===== config.mk =====
export PLATFORM = sky130hd
export DESIGN_NAME = c8x_front
export DESIGN_NICKNAME = d
export VERILOG_FILES = /design/src/hw/rtl/chip8_instruction_execute_top_macros.svh /design/src/hw/rtl/c8x_pkg.sv /design/src/hw/rtl/c8x_front.sv
export SDC_FILE = /design/constraint.sdc
export NUM_CORES = 1
export LEC_CHECK = 0
export ABC_AREA = 1
export BUFFER_PORTS_ARGS = -buffer_cell sky130_fd_sc_hd__buf_2
export CAP_MARGIN = 20
export CELL_PAD_IN_SITES_DETAIL_PLACEMENT = 1
export CELL_PAD_IN_SITES_GLOBAL_PLACEMENT = 2
export CORE_UTILIZATION = 31
export DETAILED_ROUTE_END_ITERATION = 12
export HOLD_SLACK_MARGIN = 0.1
export PLACE_DENSITY = 0.77
export RECOVER_POWER = 50
export REMOVE_ABC_BUFFERS = 1
export SLEW_MARGIN = 30
export SYNTH_ARGS = -nofsm -noshare
export SYNTH_HDL_FRONTEND = slang
export SYNTH_SLANG_ARGS = --single-unit

===== constraint.sdc =====
create_clock -name clk -period 3 [get_ports clk]
set_input_delay 0.3 -clock clk [delete_from_list [all_inputs] [get_ports clk]]
set_output_delay 0.3 -clock clk [all_outputs]
set_load 0.1 [all_outputs]

===== src/hw/rtl/chip8_instruction_execute_top_macros.svh =====
// Assertion macros shared by the execute unit.
`ifndef CHIP8_INSTRUCTION_EXECUTE_TOP_MACROS_SVH
`define CHIP8_INSTRUCTION_EXECUTE_TOP_MACROS_SVH

// Same-cycle implication check.
`define C8X_ASSERT_IMPLY(name, ck, rn, ante, cons) \
    name: assert property (@(posedge ck) disable iff (!(rn)) (ante) |-> (cons)) \
        else $error("c8x assertion failed");

// Next-cycle implication check.
`define C8X_ASSERT_NEXT(name, ck, rn, ante, cons) \
    name: assert property (@(posedge ck) disable iff (!(rn)) (ante) |=> (cons)) \
        else $error("c8x assertion failed");

`endif


===== src/hw/rtl/c8x_pkg.sv =====
// Package: types, constants and helpers of the CHIP-8 execute unit.
`timescale 1ns / 1ps
package c8x_pkg;

    localparam int MEM_BYTES_DEF   = 4096;
    localparam int STACK_DEPTH_DEF = 16;
    localparam int SCREEN_WIDTH    = 64;
    localparam int SCREEN_HEIGHT   = 32;
    localparam int FQ_DEPTH        = 2;
    localparam logic [11:0] PC_RESET = 12'd512;
    localparam logic [5:0]  KIND_LAST = 6'd36;

    typedef enum logic [5:0] {
        OP_CLS, OP_RET, OP_CALL, OP_JP, OP_SE_KK, OP_SNE_KK, OP_SE_XY, OP_LD_KK,
        OP_ADD_KK, OP_LD_XY, OP_OR, OP_AND, OP_XOR, OP_ADD_XY, OP_SUB, OP_SHR,
        OP_SUBN, OP_SHL, OP_SNE_XY, OP_LD_I, OP_JP_V0, OP_RND, OP_DRW, OP_SKP,
        OP_SKNP, OP_LD_DT_GET, OP_LD_KEY, OP_LD_DT_SET, OP_LD_ST, OP_ADD_I,
        OP_LD_F, OP_BCD, OP_STORE, OP_LOAD, OP_HOST_WR, OP_ROW_RD, OP_TICK, OP_NOP
    } op_t;

    typedef enum logic [3:0] {
        S_IDLE, S_RDX, S_RDY, S_EXEC, S_BCD, S_STORE, S_LOAD_A, S_LOAD_D,
        S_DRAW_A, S_DRAW_D, S_ROW, S_DONE
    } state_t;

    typedef struct packed {
        op_t         op;
        logic [11:0] operand;
        logic [15:0] keys;
        logic [7:0]  rnd;
        logic [7:0]  hdata;
    } item_t;

    typedef struct packed {
        logic [11:0] pc;
        logic [7:0]  flag;
        logic        waiting;
        logic        sound;
        logic [63:0] row;
    } res_t;

    function automatic op_t decode_kind(input logic [5:0] kind);
        op_t r;
        if (kind <= KIND_LAST)
            r = op_t'(kind);
        else
            r = OP_NOP;
        return r;
    endfunction

    // Lowest pressed key.
    function automatic logic [3:0] first_key(input logic [15:0] keys);
        logic [3:0] r;
        r = 4'd0;
        for (int i = 15; i >= 0; i--)
            if (keys[i])
                r = 4'(i);
        return r;
    endfunction

    // Decimal digit of an 8-bit value: 0 hundreds, 1 tens, 2 units.
    function automatic logic [7:0] bcd_digit(input logic [7:0] v, input logic [1:0] sel);
        logic [13:0] h_prod;
        logic [1:0]  h;
        logic [7:0]  r;
        logic [15:0] t_prod;
        logic [3:0]  t;
        logic [7:0]  d;
        h_prod = 14'(v) * 14'd41;
        h      = h_prod[13:12];
        r      = v - (8'(h) * 8'd100);
        t_prod = 16'(r) * 16'd205;
        t      = t_prod[14:11];
        case (sel)
            2'd0:    d = 8'(h);
            2'd1:    d = 8'(t);
            default: d = r - (8'(t) * 8'd10);
        endcase
        return d;
    endfunction

endpackage


===== src/hw/rtl/c8x_front.sv =====
// Front end: accepts requests, classifies the kind and queues them for execution.
`timescale 1ns / 1ps
module c8x_front
    import c8x_pkg::*;
(
    input  logic        clk,
    input  logic        rst_n,
    input  logic        push,
    output logic        full,
    input  logic [5:0]  kind,
    input  logic [11:0] operand,
    input  logic [15:0] keys_down,
    input  logic [7:0]  random_byte,
    input  logic [7:0]  host_data,
    output item_t       item,
    output logic        item_valid,
    input  logic        take
);
    localparam int PW = $clog2(FQ_DEPTH);

    item_t         fq_reg [FQ_DEPTH];
    logic [PW-1:0] wr_ptr_reg, rd_ptr_reg;
    logic [PW:0]   count_reg;
    logic          do_push, do_pop;

    assign full       = (count_reg == (PW+1)'(FQ_DEPTH));
    assign item_valid = (count_reg != '0);
    assign item       = fq_reg[rd_ptr_reg];
    assign do_push    = push && !full;
    assign do_pop     = take && item_valid;

    always_ff @(posedge clk)
    begin
        if (do_push)
        begin
            fq_reg[wr_ptr_reg].op      <= decode_kind(kind);
            fq_reg[wr_ptr_reg].operand <= operand;
            fq_reg[wr_ptr_reg].keys    <= keys_down;
            fq_reg[wr_ptr_reg].rnd     <= random_byte;
            fq_reg[wr_ptr_reg].hdata   <= host_data;
        end
    end

    always_ff @(posedge clk or negedge rst_n)
    begin
        if (!rst_n)
        begin
            wr_ptr_reg <= '0;
            rd_ptr_reg <= '0;
            count_reg  <= '0;
        end
        else
        begin
            if (do_push)
                wr_ptr_reg <= wr_ptr_reg + PW'(1);
            if (do_pop)
                rd_ptr_reg <= rd_ptr_reg + PW'(1);
            if (do_push && !do_pop)
                count_reg <= count_reg + (PW+1)'(1);
            else if (!do_push && do_pop)
                count_reg <= count_reg - (PW+1)'(1);
        end
    end
endmodule


Yosys cells after proc, flatten, opt, wreduce, memory -nomap -nowiden:

Memories as Yosys holds them, arrays and structs flattened.
Index checks and enable logic that the tools add are counted.

* register bits after elaboration: 4
* memory bits (writable): 100
* input port bits: 54
* output and inout port bits: 52
* memories: 1

Memories
* fq_reg: words 2, width 50, read ports 1, clocked after memory_dff 0, write ports 1, RTL line c8x_front.sv:21 `item_t fq_reg [FQ_DEPTH];`

* $add $sub $neg: 4
* order comparisons: 1
* equal/unequal tests: 1
* muxes and demuxes: 6
* reductions and logical operators: 9

Operators by type and width (count)
* $mux 6: 2
* $le 6x6->1 const B: 1
* $logic_and 1x1->1: 4
* $mux 2: 2
* $reduce_bool 2->1: 2
* $logic_not 1->1: 3
* $add 1x1->1 const B: 2
* $add 2x1->2 const B: 1
* $eq 2x2->1 const B: 1
* $mux 1: 2
* $sub 2x1->2 const B: 1

Logic depth before layout (Yosys ltp):

Gate-level depths: netlist of the first run.

* depth after elaboration: 7
* mapped depth: 9

Worst setup path before layout of the first run:

Ideal clock, no wire load.

* path type: register to register
* start point: register count_reg[1]
* end point: memory fq_reg[0][0] (netlist bit), enable pin
* library setup time: 0.458 ns
* arrival time: 2.638 ns
* required time: 2.542 ns
* path slack: -0.096 ns
* stages on the path, launching flop included: 4
* buffers on the path: 0
* clock period less this slack: 3.096 ns
* cell sequence: dfrtp_1 > inv_2 > o21ai_2 > nor2_1

* word-level cells in the longest chain between the ends: 5

RTL lines
* start, declared: RTL line c8x_front.sv:23 `logic [PW:0] count_reg;`
* start signal, assigned: RTL line c8x_front.sv:59 `count_reg <= count_reg + (PW+1)'(1);`
* start signal, assigned: RTL line c8x_front.sv:61 `count_reg <= count_reg - (PW+1)'(1);`
* $eq 2x2->1: RTL line c8x_front.sv:26 `assign full = (count_reg == (PW+1)'(FQ_DEPTH));`
* $logic_not 1->1: RTL line c8x_front.sv:29 `assign do_push = push && !full;`
* $logic_and 1x1->1: RTL line c8x_front.sv:29
* $mux 1: RTL line c8x_front.sv:34 `if (do_push)`
* $mux 1 (not written as such): RTL line c8x_front.sv:40 `fq_reg[wr_ptr_reg].hdata <= host_data;`
* end, declared: RTL line c8x_front.sv:21

No other way between the ends.

==> results.yml, run 1 <==
status:
  status: "complete, no violations"
worst_setup_path:
  crit_path_start_kind: "flop"
  path_class: "flop to output port"
  crit_arrival_ns: 2.06
  critical_path.most_common_cell: "nand2_1"
  r2r_start: "count_reg[0]"
  slowest_delay_ns: 0.57
  cp_slowest_cell: "dfrtp_2"
  cp.required_ns: 2.70
  cp_cell_sequence: "inv_4 > nand2_1 > nand2_1 > buf_2"
  crit_path_max_fanout: 51
  end_kind: "output port"
  startpoint: "rd_ptr_reg"
finish:
  largest_register_ff_count: 100
  final_cell_mix: "nand2_1, edfxtp_1, buf_2"
  seqCellArea_um2: 3100
  final.fill_count: 1390
  layout_commonest_cell: "nand2_1"
  area_delta_synth_final_pct: 24.1
  drive_gt1_share_pct: 23.4
  nets: 468
  multiInputGateArea_um2: 709
  finalNonFillerCells: 586
  antennaDiodeCount: 0
synthesis:
  synth_xor_area_share_pct: 0.667
  synthSimpleGateAreaFrac_pct: 16.1
  synth_fa_ha_area_share_pct: 0.317
  synth.mux.area_fraction_pct: 0
  syn_area_um2: 3940
  synth-seq-cells: 104
  synth_compound_area_share_pct: 0.603
  syn-instance-count: 303
  synth_cell_types: 20
  synth_top_family_by_area: "simple AND/OR/NAND/NOR gates"
  syn-mean-instance-area_um2: 13.0
  yosys_warnings: 0
  ys_seq_area_share_pct: 78.7
run:
  cap_violations: 0
floorplanning:
  die_height_um: 115
  rows: 40
  start_util_pct: 32.3
  dieArea_um2: 13200
  die_x_um: 115
  io_pins: 106
  core_um2: 12200
routing:
  first_iter_violations: 112
  vias: 2476
  drtPass1Iterations: 4
  post_drt_wl_per_cell_um: 13.4
  drtAntennaViolNets: 0
  routed_via_density: 4.23
  drc_errors: 0
  wl_um: 7850
grt:
  track_usage_pct: 12.9
  overflow: 0
  antenna_found_initial: 0
  grt_pass1_vias: 2593
  grt_max_degree: 52
  grt_pass1_wl_um: 12800
clock_network:
  clk_latency_ns: 0.34
  post-cts-setup-buffers: 0
  clk_pin_slew_ns: 0.07
  cts.sink_count: 104
  cts_hold_buf: 1
  clk_path_buf_depth: 2
  cts_resized: 0
  cts_buffers: 9
  cts_root_buffer: "clkbuf_16"
  htree_levels: 3
  tritoncts: "done"
timing:
  hold_viol_final: 0
  relSlewSlack_pct: 11.5
  slew_viol_final: 0
  setup_viol: 0
  rsz0062_at_grt: "no"
  fin_skew_ns: 0.00847
  fmax_mhz: 424
  min_period_over_period_pct: 78.7
  fin_hold_ws_ns: 0.147
  fin_crit_ns: 2.36
  worst_pin_slew_ns: 1.33
  fin_ws_ns: 0.640
hold_path:
  hold_start: "keys_down[12]"
  hold_path_class: "input pin to flop"
placement:
  io_buffers: 105
  dp_hpwl_um: 5440
  place_inst: 569
  place_ws_ns: 0.929
  gp_congestion: 0.661
-- synth_stat cells, drive strengths merged --
master	number	share of area [%]
a21oi	2	0.25
nand4	1	0.16
nand2	160	15
clkbuf	1	0.095
xnor2	1	0.22
buf	11	2.3
inv	12	1.2
edfxtp	100	76
nand3	1	0.13
dfrtp	4	2.5
nor2	5	0.48
o21ai	2	0.35
xor2	2	0.44
ha	1	0.32
-- worst max-delay path: cells and delay by family (launching register included) --
family        cells  cell delay (ns)
buf+inv           2             0.90
flops             1             0.57
simple gates      2             0.23
-- metal layers --
metal  wire [um]  GRT usage (%)
met1        3310           15.7
met4          95           4.68
met2        3980           22.1
met5           0              0
met3         463           3.69
-- layout make-up --
class                   count  share of cell area (%)
clock buffers              13                    5.12
clock inverters             3                   0.870
inverters                  12                   0.972
multi-input cells         175                    14.5
flip-flops and latches    104                    63.5
well taps                 168                    4.30
repair buffers            111                    10.8
-- kinds of logic after synthesis --
family,count (synthesis)
compound gates,4
xor+xnor,3
fa+ha+maj,1
buf+inv,24
flops,104
simple gates,167
-- worst paths after layout --
path                       slack, ns            end  cells after the start
max in group asynchronous       2.47     rd_ptr_reg                      2
max                             0.64       item[16]                      4
max reg2reg                     0.66  fq_reg[1][15]                      3
min reg2reg                     0.49   count_reg[1]                      2
min in group asynchronous       0.32     rd_ptr_reg                      2
min                             0.15  fq_reg[1][28]                      1
-- metrics by stage --
stage / util [%] / setup TNS, ns / area (um2)
floorplan: - / -9.58 / 3850
global placement: 38.0 / 0 / 4640
detailed placement: 38.0 / 0 / 4640
CTS: 40.5 / 0 / 4940
global route: 40.1 / 0 / 4890
finish: 40.1 / 0 / 4890
Power of run 1 is not shown: default switching activity piles up to over one toggle a cycle in this logic, so the estimate is an artifact.
==> run 2, diff against run 1 <==
CORE_UTILIZATION = 34   (was 31)
PLACE_DENSITY = 0.8   (was 0.77)
clock period = 2.43 ns   (was 3 ns; I/O delays follow)
==> run 2 against run 1 <==
Against the previous run:
- sequential share of layout area fell by 6.3 points
- global-route usage rose by 1.8 points
- routed wire length rose by 4.9%
- largest cell class unchanged
- highest routed layer unchanged
==> results.yml, run 2 (synthesis results as in run 1) <==
status:
  status: "complete, no violations"
floorplanning:
  die_x_um: 110
  die_height_um: 110
  core_um2: 11100
  dieArea_um2: 12000
  start_util_pct: 35.6
  io_pins: 106
  rows: 38
worst_setup_path:
  critical_path.most_common_cell: "nand2_1"
  cp_cell_sequence: "buf_4 > nand2_1 > nand2_1 > buf_2"
  path_class: "flop to output port"
  crit_path_max_fanout: 28
  critical_path.top_delay_family: "buffers and inverters"
  end_kind: "output port"
  cp_slowest_cell: "dfrtp_4"
  cp_num_buf_inv: 2
  crit_path_start_kind: "flop"
  slowest_delay_ns: 0.61
  crit_arrival_ns: 2.00
  cp.required_ns: 2.19
timing:
  fin_crit_ns: 2.24
  setup_viol: 0
  relSlewSlack_pct: 42.3
  hold_viol_final: 0
  rsz0062_at_grt: "no"
  slew_viol_final: 0
  fmax_mhz: 446
  fin_skew_ns: 0.00802
  min_period_over_period_pct: 92.4
  worst_pin_slew_ns: 0.856
clock_network:
  cts_root_buffer: "clkbuf_16"
  cts_buffers: 9
  cts.sink_count: 104
  tritoncts: "done"
  htree_levels: 3
  clk_pin_slew_ns: 0.07
  clk_path_buf_depth: 2
  clk_latency_ns: 0.34
  post-cts-setup-buffers: 0
grt:
  overflow: 0
  grt_pass1_vias: 2708
  antenna_found_initial: 0
  grt_max_degree: 52
  track_usage_pct: 14.7
  grt_pass1_wl_um: 13000
placement:
  place_inst: 540
  dp_hpwl_um: 5310
  io_buffers: 105
  gp_congestion: 0.672
  dpl_cell_area_um2: 4770
routing:
  drtAntennaViolNets: 0
  drc_errors: 0
  routed_via_density: 4.43
  wl_um: 8240
  first_iter_violations: 84
  post_drt_wl_per_cell_um: 13.8
  vias: 2642
  drtPass1Iterations: 4
finish:
  final.fill_count: 1196
  layout_commonest_cell: "nand2_1"
  nets: 506
  antennaDiodeCount: 0
  finalNonFillerCells: 596
  area_delta_synth_final_pct: 38.0
  final_cell_mix: "nand2_1, edfxtp_1, buf_2"
  largest_register_ff_count: 100
  drive_gt1_share_pct: 21.5
  design_area_um2: 5440
hold_path:
  hold_path_class: "input pin to flop"
run:
  cap_violations: 0
run 2: changes by cell type in the layout (fill, tap and decap cells not counted), moves of 2 or more:
cell | previous run | this run
dlygate4sd3_1 | 1 | 40
buf_2 | 74 | 58
buf_12 | 0 | 12
clkinv_4 | 0 | 3
inv_6 | 0 | 3
clkbuf_2 | 0 | 2
run 2: final timing paths:
check	from	endpoint	slack [ns]	cells past startpoint
max in group asynchronous	rst_n	rd_ptr_reg	1.93	2
min in group asynchronous	rst_n	count_reg[0]	0.27	2
hold / removal	host_data[3]	fq_reg[1][3]	0.14	1
setup reg to reg	count_reg[0]	count_reg[1]	0.44	7
hold reg to reg	count_reg[1]	count_reg[1]	0.52	2
setup / recovery	rd_ptr_reg	item[45]	0.19	4
run 2: per-layer routing:
| metal | vias to the layer above | track usage, % | wire (um) |
|---|---|---|---|
| met4 | 0 | 5.43 | 117 |
| met5 | - | 0 | 0 |
| met1 | 1266 | 17.4 | 3500 |
| li1 | 1301 | - | - |
| met3 | 8 | 2.85 | 358 |
| met2 | 67 | 26.5 | 4270 |
run 2: layout make-up:
| type | count | area [um2] | share of cell area [%] |
|---|---|---|---|
| Sequential cell | 104 | 3110 | 57.1 |
| Clock inverter | 7 | 85.1 | 1.56 |
| Inverter | 12 | 50.0 | 0.920 |
| Tap cell | 140 | 175 | 3.22 |
| Multi-Input combinational cell | 175 | 709 | 13.0 |
| Clock buffer | 9 | 225 | 4.14 |
| Timing Repair Buffer | 149 | 1090 | 20.0 |
run 2: through the flow:
step                setup slack (ns)  hold WS [ns]  util, %  TNS [ns]
floorplan                     -0.666       -0.0526        -    -66.58
global placement               0.442        0.0580     43.1         0
detailed placement             0.404        0.0606     43.1         0
CTS                           0.0387         0.101     49.2         0
global route                  0.0803         0.152     49.1         0
finish                         0.186         0.145     49.1         0
run 2: timing repair:
| action | in CTS | in global routing |
|---|---|---|
| hold buffers | 37 | 3 |
| hold endpoints to repair | 73 | 5 |
| setup endpoints to repair | 0 | 28 |
| resized for setup | 0 | 2 |
Power of run 2 is left out for the same reason.
